===== src/rtl/sliding_window_emitter_core_macros.svh =====
// ----------------------------------------------------------------------------
// Sliding window emitter assertion macros
// Shared concurrent assertion forms for the emitter RTL.
// ----------------------------------------------------------------------------
`ifndef SLIDING_WINDOW_EMITTER_CORE_MACROS_SVH
`define SLIDING_WINDOW_EMITTER_CORE_MACROS_SVH

// Same-cycle implication, disabled during reset
`define SWE_ASSERT_IMP(label, clk, rst, ante, cons) \
   label: assert property (@(posedge clk) disable iff (rst) (ante) |-> (cons)) \
      else $error("swe: same-cycle check failed");

// Next-cycle implication, disabled during reset
`define SWE_ASSERT_NXT(label, clk, rst, ante, cons) \
   label: assert property (@(posedge clk) disable iff (rst) (ante) |=> (cons)) \
      else $error("swe: next-cycle check failed");

`endif


===== src/rtl/swe_pkg.sv =====
// ----------------------------------------------------------------------------
// Sliding window emitter package
// Field widths, command codes and parameter defaults.
// ----------------------------------------------------------------------------
package swe_pkg;

   // Parameter defaults
   localparam int MAX_WINDOW_DEF   = 32;
   localparam int ELEMENT_BITS_DEF = 32;

   // Fixed field widths
   localparam int CMD_W  = 2;
   localparam int ELEM_W = 32;
   localparam int WS_W   = 6;
   localparam int WIDE_W = 64;

   // Command codes
   localparam logic [CMD_W-1:0] CMD_APPEND = 2'd0;
   localparam logic [CMD_W-1:0] CMD_EMIT   = 2'd1;
   localparam logic [CMD_W-1:0] CMD_CLEAR  = 2'd2;

endpackage


===== src/rtl/swe_req_if.sv =====
// ----------------------------------------------------------------------------
// Sliding window emitter request channel
// Valid/ready channel carrying one command beat.
// ----------------------------------------------------------------------------
interface swe_req_if;
   logic                           valid;
   logic                           ready;
   logic [swe_pkg::CMD_W-1:0]      cmd;
   logic [swe_pkg::ELEM_W-1:0]     element;

   modport source (output valid, output cmd, output element, input ready);
   modport sink   (input valid, input cmd, input element, output ready);
endinterface


===== src/rtl/swe_rsp_if.sv =====
// ----------------------------------------------------------------------------
// Sliding window emitter response channel
// Valid/ready channel carrying one emitted element beat.
// ----------------------------------------------------------------------------
interface swe_rsp_if;
   logic                           valid;
   logic                           ready;
   logic [swe_pkg::ELEM_W-1:0]     element_out;
   logic                           last;
   logic                           empty_res;

   modport source (output valid, output element_out, output last, output empty_res,
                   input ready);
   modport sink   (input valid, input element_out, input last, input empty_res,
                   output ready);
endinterface


===== src/rtl/swe_ram.sv =====
// ----------------------------------------------------------------------------
// Generic simple dual-port RAM
// One write port, one read port with registered read data held until next read.
// ----------------------------------------------------------------------------
module swe_ram #(
   parameter int WIDTH = 32,
   parameter int DEPTH = 32
) (
   input  logic                                        clock,
   input  logic                                        wr_en,
   input  logic [((DEPTH > 1) ? $clog2(DEPTH) : 1)-1:0] wr_addr,
   input  logic [WIDTH-1:0]                            wr_data,
   input  logic                                        rd_en,
   input  logic [((DEPTH > 1) ? $clog2(DEPTH) : 1)-1:0] rd_addr,
   output logic [WIDTH-1:0]                            rd_data
);

   logic [WIDTH-1:0] mem_ff [DEPTH];
   logic [WIDTH-1:0] rd_data_ff;

   // Write port
   always_ff @(posedge clock) begin
      if (wr_en) begin
         mem_ff[wr_addr] <= wr_data;
      end
   end

   // Registered read, holds when idle
   always_ff @(posedge clock) begin
      if (rd_en) begin
         rd_data_ff <= mem_ff[rd_addr];
      end
   end

   assign rd_data = rd_data_ff;

endmodule


===== src/rtl/sliding_window_emitter_core.sv =====
// ----------------------------------------------------------------------------
// Sliding window emitter core
// Ring store of recent elements; emits the full window oldest first.
// ----------------------------------------------------------------------------
// Each request beat is taken while the core is idle. Append and clear update
// the ring pointers as the beat is taken and leave the core idle. An emit, or
// an append that fills the window, then streams its N stored elements through
// the store's single read port at one beat per cycle while the output slot is
// free (rsp_ch.ready may stall it); an empty emit returns one beat flagged
// empty. The read data register of the store is the output stage, so the last
// beat of a window may wait on rsp_ch.ready while the next request is already
// being accepted. The user must write the window size register from csr_wdata
// with csr_we only while the core is idle; the core does not enforce this.
// Zero acts as one and values above MAX_WINDOW saturate.
// ----------------------------------------------------------------------------
`include "sliding_window_emitter_core_macros.svh"

module sliding_window_emitter_core #(
   parameter int MAX_WINDOW   = swe_pkg::MAX_WINDOW_DEF,
   parameter int ELEMENT_BITS = swe_pkg::ELEMENT_BITS_DEF
) (
   input  logic                     clock,
   input  logic                     reset,
   input  logic                     csr_we,
   input  logic [swe_pkg::WS_W-1:0] csr_wdata,
   swe_req_if.sink                  req_ch,
   swe_rsp_if.source                rsp_ch
);

   localparam int PTR_W = (MAX_WINDOW > 1) ? $clog2(MAX_WINDOW) : 1;
   localparam int CNT_W = $clog2(MAX_WINDOW + 1);
   localparam int SUM_W = CNT_W + 1;
   localparam int WSX_W = swe_pkg::WS_W + 1;

   typedef enum logic [1:0] {
      ST_IDLE = 2'b01,
      ST_EMIT = 2'b10
   } state_type;

   // Ring index add with single wrap (operands sum below twice the depth)
   function automatic logic [PTR_W-1:0] ring_add(input logic [PTR_W-1:0] base,
                                                 input logic [CNT_W-1:0] ofs);
      logic [SUM_W-1:0] sum;
      sum = SUM_W'(base) + SUM_W'(ofs);
      if (sum >= SUM_W'(MAX_WINDOW)) begin
         sum = sum - SUM_W'(MAX_WINDOW);
      end
      return sum[PTR_W-1:0];
   endfunction

   // Registers
   state_type                state_ff, state_in;
   logic [swe_pkg::WS_W-1:0] window_size_ff;
   logic [PTR_W-1:0]         oldest_ff, oldest_in;
   logic [CNT_W-1:0]         count_ff, count_in;
   logic [PTR_W-1:0]         rd_ptr_ff, rd_ptr_in;
   logic [CNT_W-1:0]         remain_ff, remain_in;
   logic                     empty_pend_ff, empty_pend_in;
   logic                     rsp_valid_ff, rsp_valid_in;
   logic                     last_ff, last_in;
   logic                     rsp_empty_ff, rsp_empty_in;

   // Datapath
   logic                     req_fire;
   logic                     slot_free;
   logic [WSX_W-1:0]         ws_ext;
   logic [WSX_W-1:0]         win_sat;
   logic [CNT_W-1:0]         win_eff;
   logic                     full;
   logic [PTR_W-1:0]         base_ptr;
   logic [CNT_W-1:0]         base_cnt;
   logic [CNT_W-1:0]         app_cnt;
   logic                     win_hit;
   logic [PTR_W-1:0]         trim_ptr;
   logic                     wr_en;
   logic [PTR_W-1:0]         wr_addr;
   logic [swe_pkg::WIDE_W-1:0] wr_wide;
   logic [ELEMENT_BITS-1:0]  wr_data;
   logic                     rd_en;
   logic [ELEMENT_BITS-1:0]  rd_data;
   logic [swe_pkg::WIDE_W-1:0] rd_wide;

   assign req_fire  = req_ch.valid && req_ch.ready;
   assign slot_free = !rsp_valid_ff || rsp_ch.ready;

   // Effective window: zero acts as one, saturate at store depth
   assign ws_ext = {1'b0, window_size_ff};
   always_comb begin
      priority if (ws_ext == '0) begin
         win_sat = WSX_W'(1);
      end else if (ws_ext > WSX_W'(MAX_WINDOW)) begin
         win_sat = WSX_W'(MAX_WINDOW);
      end else begin
         win_sat = ws_ext;
      end
   end
   assign win_eff = win_sat[CNT_W-1:0];

   // Append: drop oldest when full, write at tail, trim to window
   assign full     = (count_ff == CNT_W'(MAX_WINDOW));
   assign base_ptr = full ? ring_add(oldest_ff, CNT_W'(1)) : oldest_ff;
   assign base_cnt = full ? (count_ff - CNT_W'(1)) : count_ff;
   assign wr_addr  = ring_add(base_ptr, base_cnt);
   assign app_cnt  = base_cnt + CNT_W'(1);
   assign win_hit  = (app_cnt >= win_eff);
   assign trim_ptr = ring_add(base_ptr, app_cnt - win_eff);

   assign wr_en   = req_fire && (req_ch.cmd == swe_pkg::CMD_APPEND);
   assign wr_wide = swe_pkg::WIDE_W'(req_ch.element);
   assign wr_data = wr_wide[ELEMENT_BITS-1:0];

   // Next-state logic
   always_comb begin
      state_in      = state_ff;
      oldest_in     = oldest_ff;
      count_in      = count_ff;
      rd_ptr_in     = rd_ptr_ff;
      remain_in     = remain_ff;
      empty_pend_in = empty_pend_ff;
      rsp_valid_in  = rsp_valid_ff && !rsp_ch.ready;
      last_in       = last_ff;
      rsp_empty_in  = rsp_empty_ff;
      rd_en         = 1'b0;

      // Command beat
      if (req_fire) begin
         unique case (req_ch.cmd)
            swe_pkg::CMD_APPEND: begin
               if (win_hit) begin
                  oldest_in     = trim_ptr;
                  count_in      = win_eff;
                  rd_ptr_in     = trim_ptr;
                  remain_in     = win_eff;
                  empty_pend_in = 1'b0;
                  state_in      = ST_EMIT;
               end else begin
                  oldest_in = base_ptr;
                  count_in  = app_cnt;
               end
            end
            swe_pkg::CMD_EMIT: begin
               rd_ptr_in     = oldest_ff;
               remain_in     = count_ff;
               empty_pend_in = (count_ff == '0);
               state_in      = ST_EMIT;
            end
            swe_pkg::CMD_CLEAR: begin
               oldest_in = '0;
               count_in  = '0;
            end
            default: begin
            end
         endcase
      end

      // Stream one beat per cycle while the output slot frees up
      if ((state_ff == ST_EMIT) && slot_free) begin
         rsp_valid_in = 1'b1;
         if (empty_pend_ff) begin
            last_in      = 1'b1;
            rsp_empty_in = 1'b1;
            state_in     = ST_IDLE;
         end else begin
            rd_en        = 1'b1;
            last_in      = (remain_ff == CNT_W'(1));
            rsp_empty_in = 1'b0;
            rd_ptr_in    = ring_add(rd_ptr_ff, CNT_W'(1));
            remain_in    = remain_ff - CNT_W'(1);
            if (remain_ff == CNT_W'(1)) begin
               state_in = ST_IDLE;
            end
         end
      end
   end

   // Control registers
   always_ff @(posedge clock) begin
      if (reset) begin
         state_ff       <= ST_IDLE;
         window_size_ff <= '0;
         oldest_ff      <= '0;
         count_ff       <= '0;
         rsp_valid_ff   <= 1'b0;
      end else begin
         state_ff     <= state_in;
         oldest_ff    <= oldest_in;
         count_ff     <= count_in;
         rsp_valid_ff <= rsp_valid_in;
         if (csr_we) begin
            window_size_ff <= csr_wdata;
         end
      end
   end

   // Emission bookkeeping and beat flags
   always_ff @(posedge clock) begin
      rd_ptr_ff     <= rd_ptr_in;
      remain_ff     <= remain_in;
      empty_pend_ff <= empty_pend_in;
      last_ff       <= last_in;
      rsp_empty_ff  <= rsp_empty_in;
   end

   // Element store
   swe_ram #(
      .WIDTH (ELEMENT_BITS),
      .DEPTH (MAX_WINDOW)
   ) u_store (
      .clock   (clock),
      .wr_en   (wr_en),
      .wr_addr (wr_addr),
      .wr_data (wr_data),
      .rd_en   (rd_en),
      .rd_addr (rd_ptr_ff),
      .rd_data (rd_data)
   );

   // Response channel
   assign rd_wide            = swe_pkg::WIDE_W'(rd_data);
   assign req_ch.ready       = (state_ff == ST_IDLE);
   assign rsp_ch.valid       = rsp_valid_ff;
   assign rsp_ch.element_out = rsp_empty_ff ? '0 : rd_wide[swe_pkg::ELEM_W-1:0];
   assign rsp_ch.last        = last_ff;
   assign rsp_ch.empty_res   = rsp_empty_ff;

   // Checks
   `SWE_ASSERT_IMP(a_count_bound, clock, reset, 1'b1, count_ff <= CNT_W'(MAX_WINDOW))
   `SWE_ASSERT_IMP(a_emit_remain, clock, reset, (state_ff == ST_EMIT) && !empty_pend_ff, remain_ff != '0)
   `SWE_ASSERT_IMP(a_empty_last, clock, reset, rsp_valid_ff && rsp_empty_ff, last_ff)
   `SWE_ASSERT_NXT(a_window_trim, clock, reset, wr_en && win_hit, (count_ff == $past(win_eff)) && (state_ff == ST_EMIT))

endmodule

===== src/flat_wrapper.sv =====
// flat-port wrapper written by rule: the top's interface ports become plain ports
module sliding_window_emitter_core_flat 
#(
   parameter int MAX_WINDOW   = swe_pkg::MAX_WINDOW_DEF,
   parameter int ELEMENT_BITS = swe_pkg::ELEMENT_BITS_DEF
)
  (clock, reset, csr_we, csr_wdata, req_ch_valid, req_ch_cmd, req_ch_element, req_ch_ready, rsp_ch_valid, rsp_ch_element_out, rsp_ch_last, rsp_ch_empty_res, rsp_ch_ready);
  swe_req_if req_ch_i ();
  swe_rsp_if rsp_ch_i ();
  input  logic clock;
  input  logic reset;
  input  logic csr_we;
  input  logic [swe_pkg::WS_W-1:0] csr_wdata;
  input wire logic [$bits(req_ch_i.valid)-1:0] req_ch_valid;
  input wire logic [$bits(req_ch_i.cmd)-1:0] req_ch_cmd;
  input wire logic [$bits(req_ch_i.element)-1:0] req_ch_element;
  output wire logic [$bits(req_ch_i.ready)-1:0] req_ch_ready;
  output wire logic [$bits(rsp_ch_i.valid)-1:0] rsp_ch_valid;
  output wire logic [$bits(rsp_ch_i.element_out)-1:0] rsp_ch_element_out;
  output wire logic [$bits(rsp_ch_i.last)-1:0] rsp_ch_last;
  output wire logic [$bits(rsp_ch_i.empty_res)-1:0] rsp_ch_empty_res;
  input wire logic [$bits(rsp_ch_i.ready)-1:0] rsp_ch_ready;
  assign req_ch_i.valid = req_ch_valid;
  assign req_ch_i.cmd = req_ch_cmd;
  assign req_ch_i.element = req_ch_element;
  assign req_ch_ready = req_ch_i.ready;
  assign rsp_ch_valid = rsp_ch_i.valid;
  assign rsp_ch_element_out = rsp_ch_i.element_out;
  assign rsp_ch_last = rsp_ch_i.last;
  assign rsp_ch_empty_res = rsp_ch_i.empty_res;
  assign rsp_ch_i.ready = rsp_ch_ready;
  sliding_window_emitter_core #(.MAX_WINDOW(MAX_WINDOW), .ELEMENT_BITS(ELEMENT_BITS)) u_core (.clock(clock), .reset(reset), .csr_we(csr_we), .csr_wdata(csr_wdata), .req_ch(req_ch_i), .rsp_ch(rsp_ch_i));
endmodule

===== config.mk =====
export PLATFORM = sky130hd
export DESIGN_NAME = sliding_window_emitter_core_flat
export DESIGN_NICKNAME = d
export VERILOG_FILES = /design/src/rtl/swe_pkg.sv /design/src/rtl/swe_req_if.sv /design/src/rtl/swe_rsp_if.sv /design/src/rtl/swe_ram.sv /design/src/rtl/sliding_window_emitter_core.sv /design/src/flat_wrapper.sv
export VERILOG_INCLUDE_DIRS = /design/src /design/src/rtl
export SDC_FILE = /design/constraint.sdc
export NUM_CORES = 1
export LEC_CHECK = 0
export ABC_CLOCK_PERIOD_IN_PS = 4500
export BUFFER_PORTS_ARGS = -buffer_cell sky130_fd_sc_hd__buf_2
export CAP_MARGIN = 20
export CORE_UTILIZATION = 50
export CTS_CLUSTER_DIAMETER = 40
export CTS_CLUSTER_SIZE = 8
export DETAILED_ROUTE_END_ITERATION = 16
export GPL_TIMING_DRIVEN = 0
export HOLD_SLACK_MARGIN = 0.1
export PLACE_DENSITY = 0.7
export SETUP_SLACK_MARGIN = 0.05
export SKIP_LAST_GASP = 1
export SLEW_MARGIN = 20
export SYNTH_ARGS = -nofsm -noshare
export SYNTH_HDL_FRONTEND = slang
export SYNTH_HIERARCHICAL = 1
export SYNTH_SLANG_ARGS = --single-unit

===== constraint.sdc =====
create_clock -name clock -period 4.5 [get_ports clock]
set_input_delay 0.9 -clock clock [delete_from_list [all_inputs] [get_ports clock]]
set_output_delay 0.9 -clock clock [all_outputs]
set_load 0.02 [all_outputs]

Yosys cells after proc, flatten, opt, wreduce, memory -nomap -nowiden --
Memories as Yosys holds them, arrays and structs flattened. A register that Yosys moved wholly into a read port is not among the register bits. Index checks and enable logic that the tools add are counted.
Word-level totals: register bits 34, memory bits (writable) 1024, input bits 45, output and inout bits 36, word-level logic and storage cells 87, memories 1
Memories:
- u_core.u_store.mem_ff | words 32, bits a word 32, read ports 1, clocked after memory_dff 1, write ports 1, line swe_ram.sv:18 | logic [WIDTH-1:0] mem_ff [DEPTH];
Cells by class: add/sub/neg operators 12, magnitude comparators 6, equal/unequal tests 7, muxes and demuxes 37, reductions and logical operators 14
Operators by type and width (number):
- 5-bit two-way mux | 10
- 6-bit two-way mux | 8
- 32-bit two-way mux | 1
- 6-bit one-hot mux with 2 select lines | 2
- 5-bit one-hot mux with 2 select lines | 2
- 5-bit by 1-bit subtractor with 5-bit output, second input constant | 4
- 5-bit by 6-bit adder with 7-bit output | 2
- 7-bit by 6-bit >= comparator with 1-bit output, second input constant | 2
- 5-bit by 1-bit adder with 6-bit output, second input constant | 2
- 6-bit >= comparator, second input constant | 2
- 6-bit by 1-bit subtractor with 6-bit output, second input constant | 2
- 2-bit two-way mux | 5
- 7-bit logical NOT | 1
- 1-bit two-way mux | 7
- 6-bit by 1-bit adder with 6-bit output, second input constant | 1
- 6-bit by 1-bit == test with 1-bit output, second input constant | 1
- 6-bit == test, second input constant | 1
- 6-bit >= comparator | 1
- 6-bit > comparator, second input constant | 1
- 6-bit logical NOT | 1
- 6-bit subtractor | 1
- 2-bit by 1-bit == test with 1-bit output, second input constant | 2
- 2-bit == test, second input constant | 2
- 1-bit logical AND | 4
- other kinds (9) | 11

Logic depth before layout (Yosys ltp) --
depth in word-level cells 12, mapped depth 16, depth with buffers taken out 15

Hierarchy --
Netlist, hierarchy kept.
By module, submodules not included:
- swe_ram | times used 1, cells an instance 2260, area each 40805.4 um^2
- sliding_window_emitter_core | times used 1, cells an instance 360, area each 2977.9 um^2

Worst setup path after synthesis --
Ideal clock, no wire load.
kind register -> register, from reg u_core.count_ff[0], to mem u_core.u_store.mem_ff[19][0] (enable), arrival time 4.436 ns, data required time 4.079 ns, slack -0.358 ns, stages on the path, launching flop included 15, buffers on the path 1, clock period less this slack 4.858 ns, cell sequence dfxtp_1 > clkbuf_1 > inv_1 > ha_1 > and4bb_2 > nand2_1 > nor2_1 > nand2_1 > nand2_1 > ha_1 > a311oi_1 > o21ai_1 > xnor2_1 > or3b_2 > nor2_1
Between the ends: word-level cells in the longest chain between the ends 5, elaborated cells on any way between the ends 8, classes of those cells add/sub: 3; order compare: 1; eq/ne: 1; mux: 3
Ends and longest elaborated chain:
- start: declaration | line sliding_window_emitter_core.sv:55 | logic [CNT_W-1:0] count_ff, count_in;
- start signal: assignment | line sliding_window_emitter_core.sv:187 | count_ff <= count_in;
- 6-bit by 1-bit subtractor with 6-bit output or 6-bit == test (tied branches) | line sliding_window_emitter_core.sv:102, sliding_window_emitter_core.sv:100
- 6-bit two-way mux or 5-bit two-way mux (tied branches) | line sliding_window_emitter_core.sv:102, sliding_window_emitter_core.sv:101
- 5-bit by 6-bit adder with 7-bit output * | line sliding_window_emitter_core.sv:44 | sum = SUM_W'(base) + SUM_W'(ofs);
- 7-bit by 6-bit >= comparator with 1-bit output or 5-bit by 1-bit subtractor with 5-bit output (tied branches) | line sliding_window_emitter_core.sv:45, sliding_window_emitter_core.sv:46
- 5-bit two-way mux * | line sliding_window_emitter_core.sv:45 | if (sum >= SUM_W'(MAX_WINDOW)) begin
- named net u_core.wr_addr[4] | line sliding_window_emitter_core.sv:76 | logic [PTR_W-1:0] wr_addr;
- end: declaration | line swe_ram.sv:18
The timed path passes the listed nets; every way through them passes the cells marked *.

Worst setup path in the final report --
from reg u_core.count_ff[0], to mem u_core.u_store.mem_ff[17][11] (enable)
The elaborated chain is that of the path after synthesis.

==> metrics <==
Die Span Y 297.9 µm; maxcap violations 0; antenna diode count 0; Clock Skews 0.03450 ns; drt drc 0; Slew Limit Fails 0; CP Data Arrival Time between 4 and 5 ns; period utilization 0.9406; Worst Path Max Fanout 16; worst-skew pair later-pin latency between 0.7 and 0.8 ns; CTS Buf Count between 150 and 200; RSZ-0062 raised after global routing false; Crit path top cell by count nand2_1; yosys warns 6; Die Width just under 300 µm; Seq/Total Area, Yosys 0.7405; syn_nets 2686; CTS tree done; post-layout min period around 4.2 ns; flop and latch count out of synthesis approximately 1.1k; peak supply drop about 0.00048 V; adder-cell share of the synthesized area 0.006344; outcome complete, no violations; Final Hold Fails 0; placed cell area around 47000 µm²; # setup viols final 0; multiplexer share of the synthesized area 0.1207; Inst Count DP between 3k and 4k; Post-synth top flop edfxtp_1; Worst Hold Margin 0.3887 ns; final wirelength 114600 µm; Mapped Cells about 2.6k; 1st-pass router iterations 7; xor/xnor share of the synthesized area 0.005344; Core ar. 86750 µm²; Wirelength per Cell roughly 28 µm; dpl ws -0.4391 ns; RePlAce Congestion around 0.86; Reg-to-Reg End u_core/u_store/mem_ff[17][11]; largest net degree at the start of global routing 33; # IOs about 80; row count ~110; reg2reg start u_core/count_ff[0]; clk buf depth 3; hold path cells 3; Reg2Reg Depth 15; DR vias 25.41k; Final nets 2999; first-pass GRT wire length 167200 µm; simple-gate portion of the synthesized area 0.04621; worst relative slew slack 0.3292; Post-synth EDFFs between 1k and 1.5k; fin cells approximately 4.1k; Hold WC Path Type in2reg; hold path start csr_wdata[5]; H-tree depth 4; CP endpoint kind register; WP buf/inv 3; Post-synth ARST share 0; hold endpoint u_core/window_size_ff[5]; vias in the first global route 25.82k; commonest non-fill, non-tap cell in the layout edfxtp_1; CP Cell Sequence clkbuf_2 > inv_1 > ha_2 > and4bb_2 > nand2_1 > nor2_1 > nand2_1 > nand2_1 > ha_1 > a311oi_1 > o21ai_1 > xnor2_2 > or3b_2 > nor2_4 > buf_12; crit start category register; most frequent cells in the layout 1059 x edfxtp_1, 527 x mux2i_1, 163 x clkbuf_16, 119 x nand2_1, 112 x a21oi_1; DRT antenna net count 0; Synth Area in Compound Gates 0.06001; vias per cell 6.132; Num Clock Sinks between 1k and 1.5k; final instance area roughly 52000 µm²; Syn Std Cell Area around 44000 µm²; Max Freq about 240 MHz; 1st-iter DRT viols 2763; share of cells above drive strength 1 0.1593; Pwr Density around 540 nW/µm²; cts hold-fix bufs 0; gr ovfl total 0; initial antenna violation count 2; Layout area overhead 18.90%; Syn Area/Cell roughly 17 µm²; initial core utilization 0.5047; Critical Path Slowest Stage Cell or3b_2; worst slew pin tran about 1 ns; final worst setup slack approximately 0.27 ns; Unique masters post-synth 77; Setup CP Type reg2reg; hpwl dp 74290 µm; R2R Setup Slk 0.27 ns; critical path's top delay family simple AND/OR/NAND/NOR gates; combinational family with the most area after synthesis multiplexers; Required @ worst endpoint between 4 and 5 ns; IO buf count 79; total global-route track usage 0.2590; critical path's largest stage delay between 0.6 and 0.7 ns; Die Area roughly 90000 µm²; Leak approximately 17 nW; Worst-path clk slew around 0.050 ns; Root Driver clkbuf_16
-- routing by layer --
metal,GRT usage,share of wire,vias to the layer above
met5,0,0,-
met4,0.09890,0.034,0
met3,0.05433,0.086,238
met2,0.4357,0.50,1316
met1,0.3302,0.38,12970
li1,-,-,10890
-- sequential cells by signal, summed over array words and instances (netlist names) --
name,cells
u_core/count_ff,6
u_core/empty_pend_ff,1
u_core/oldest_ff,5
u_core/rd_ptr_ff,5
u_core/remain_ff,6
u_core/rsp_ch.empty_res,1
u_core/rsp_ch.last,1
u_core/rsp_ch.valid,1
u_core/state_ff,2
u_core/u_store/mem_ff,1024
u_core/u_store/rd_data,32
u_core/window_size_ff,6
-- how the worst max path moves through the flow --
stage,startpoint,end,cells after the start
2_1_floorplan,u_core/count_ff[0],u_core/u_store/mem_ff[19][0],14
6_report,u_core/count_ff[0],u_core/u_store/mem_ff[17][11],15
5_1_grt,u_core/count_ff[0],u_core/u_store/mem_ff[17][11],14
4_1_cts,u_core/count_ff[0],u_core/u_store/mem_ff[16][12],14
3_5_place_dp,u_core/count_ff[0],u_core/u_store/mem_ff[16][15],14
3_3_place_gp,u_core/count_ff[0],u_core/u_store/mem_ff[19][15],13
-- power by group --
group          switching, mW  internal, mW
combinational           3.63          2.00
sequential            0.0735          11.3
clock                   4.34          6.78
total                   8.04          20.1
-- final cells by class --
| class | count | area (µm²) |
|---|---|---|
| plain buffers | 146 | 833.3 |
| clock buffers | 187 | 4169 |
| clock inverters | 34 | 585.6 |
| fillers | 6244 | 34690 |
| inverters | 22 | 82.58 |
| multi-input cells | 1362 | 10710 |
| flip-flops and latches | 1090 | 32420 |
| well taps | 1155 | 1445 |
| repair buffers | 148 | 1817 |
-- what timing repair did --
item	in CTS	in global routing
endpoints found under the setup margin	893	978
gates resized for setup	1	6
hold endpoints to repair	0	0
pin swaps	27	1
setup buffers	36	0
-- cells by family after synthesis --
group           Yosys count
xor+xnor                 23
buf+inv                 168
compound gates          378
flops                  1090
simple gates            412
mux                     528
fa+ha+maj                21
-- metrics by stage --
step	util	power, mW	TNS [ns]
4_1_cts	0.5999	28.15	0
6_report	0.6001	28.13	0
3_3_place_gp	0.5260	16.94	-1985.37
3_5_place_dp	0.5373	17.06	-143.42
2_1_floorplan	-	15.11	-92.08
5_1_grt	0.6001	28.96	0
-- worst register-to-register path: stages, from the launching register on --
cell	delay (ns)
dfxtp_1	0.34
clkbuf_2	0.27
inv_1	0.21
ha_2	0.26
and4bb_2	0.26
nand2_1	0.18
nor2_1	0.08
nand2_1	0.09
nand2_1	0.06
ha_1	0.17
a311oi_1	0.36
o21ai_1	0.18
xnor2_2	0.34
or3b_2	0.63
nor2_4	0.24
buf_12	0.21
-- synthesized netlist by cell type (7+ instances only) --
cell type  count  area, µm²
a21o_1         7      52.55
a21oi_1      112      560.5
a22o_1        66      578.1
a22oi_1       98      735.7
a31oi_1       37      231.5
buf_1          7      26.28
buf_2         31      155.2
buf_4         33      247.7
buf_6         15      168.9
clkbuf_1      58      217.7
dfxtp_1       31      620.6
edfxtp_1    1059      31800
ha_1          19      237.7
inv_1         20      75.07
mux2i_1      527       5275
nand2_1      119      446.7
nand2b_1       7      43.79
nand3_1      107      535.5
nand3b_1       7      52.55
nor2_1        61      229.0
nor2b_1       39      244.0
nor3_1        37      185.2
o21ai_1       12      60.06
xnor2_1       14      122.6
xor2_1         7      61.31
Note: power is estimated with default switching activity, not from simulation.
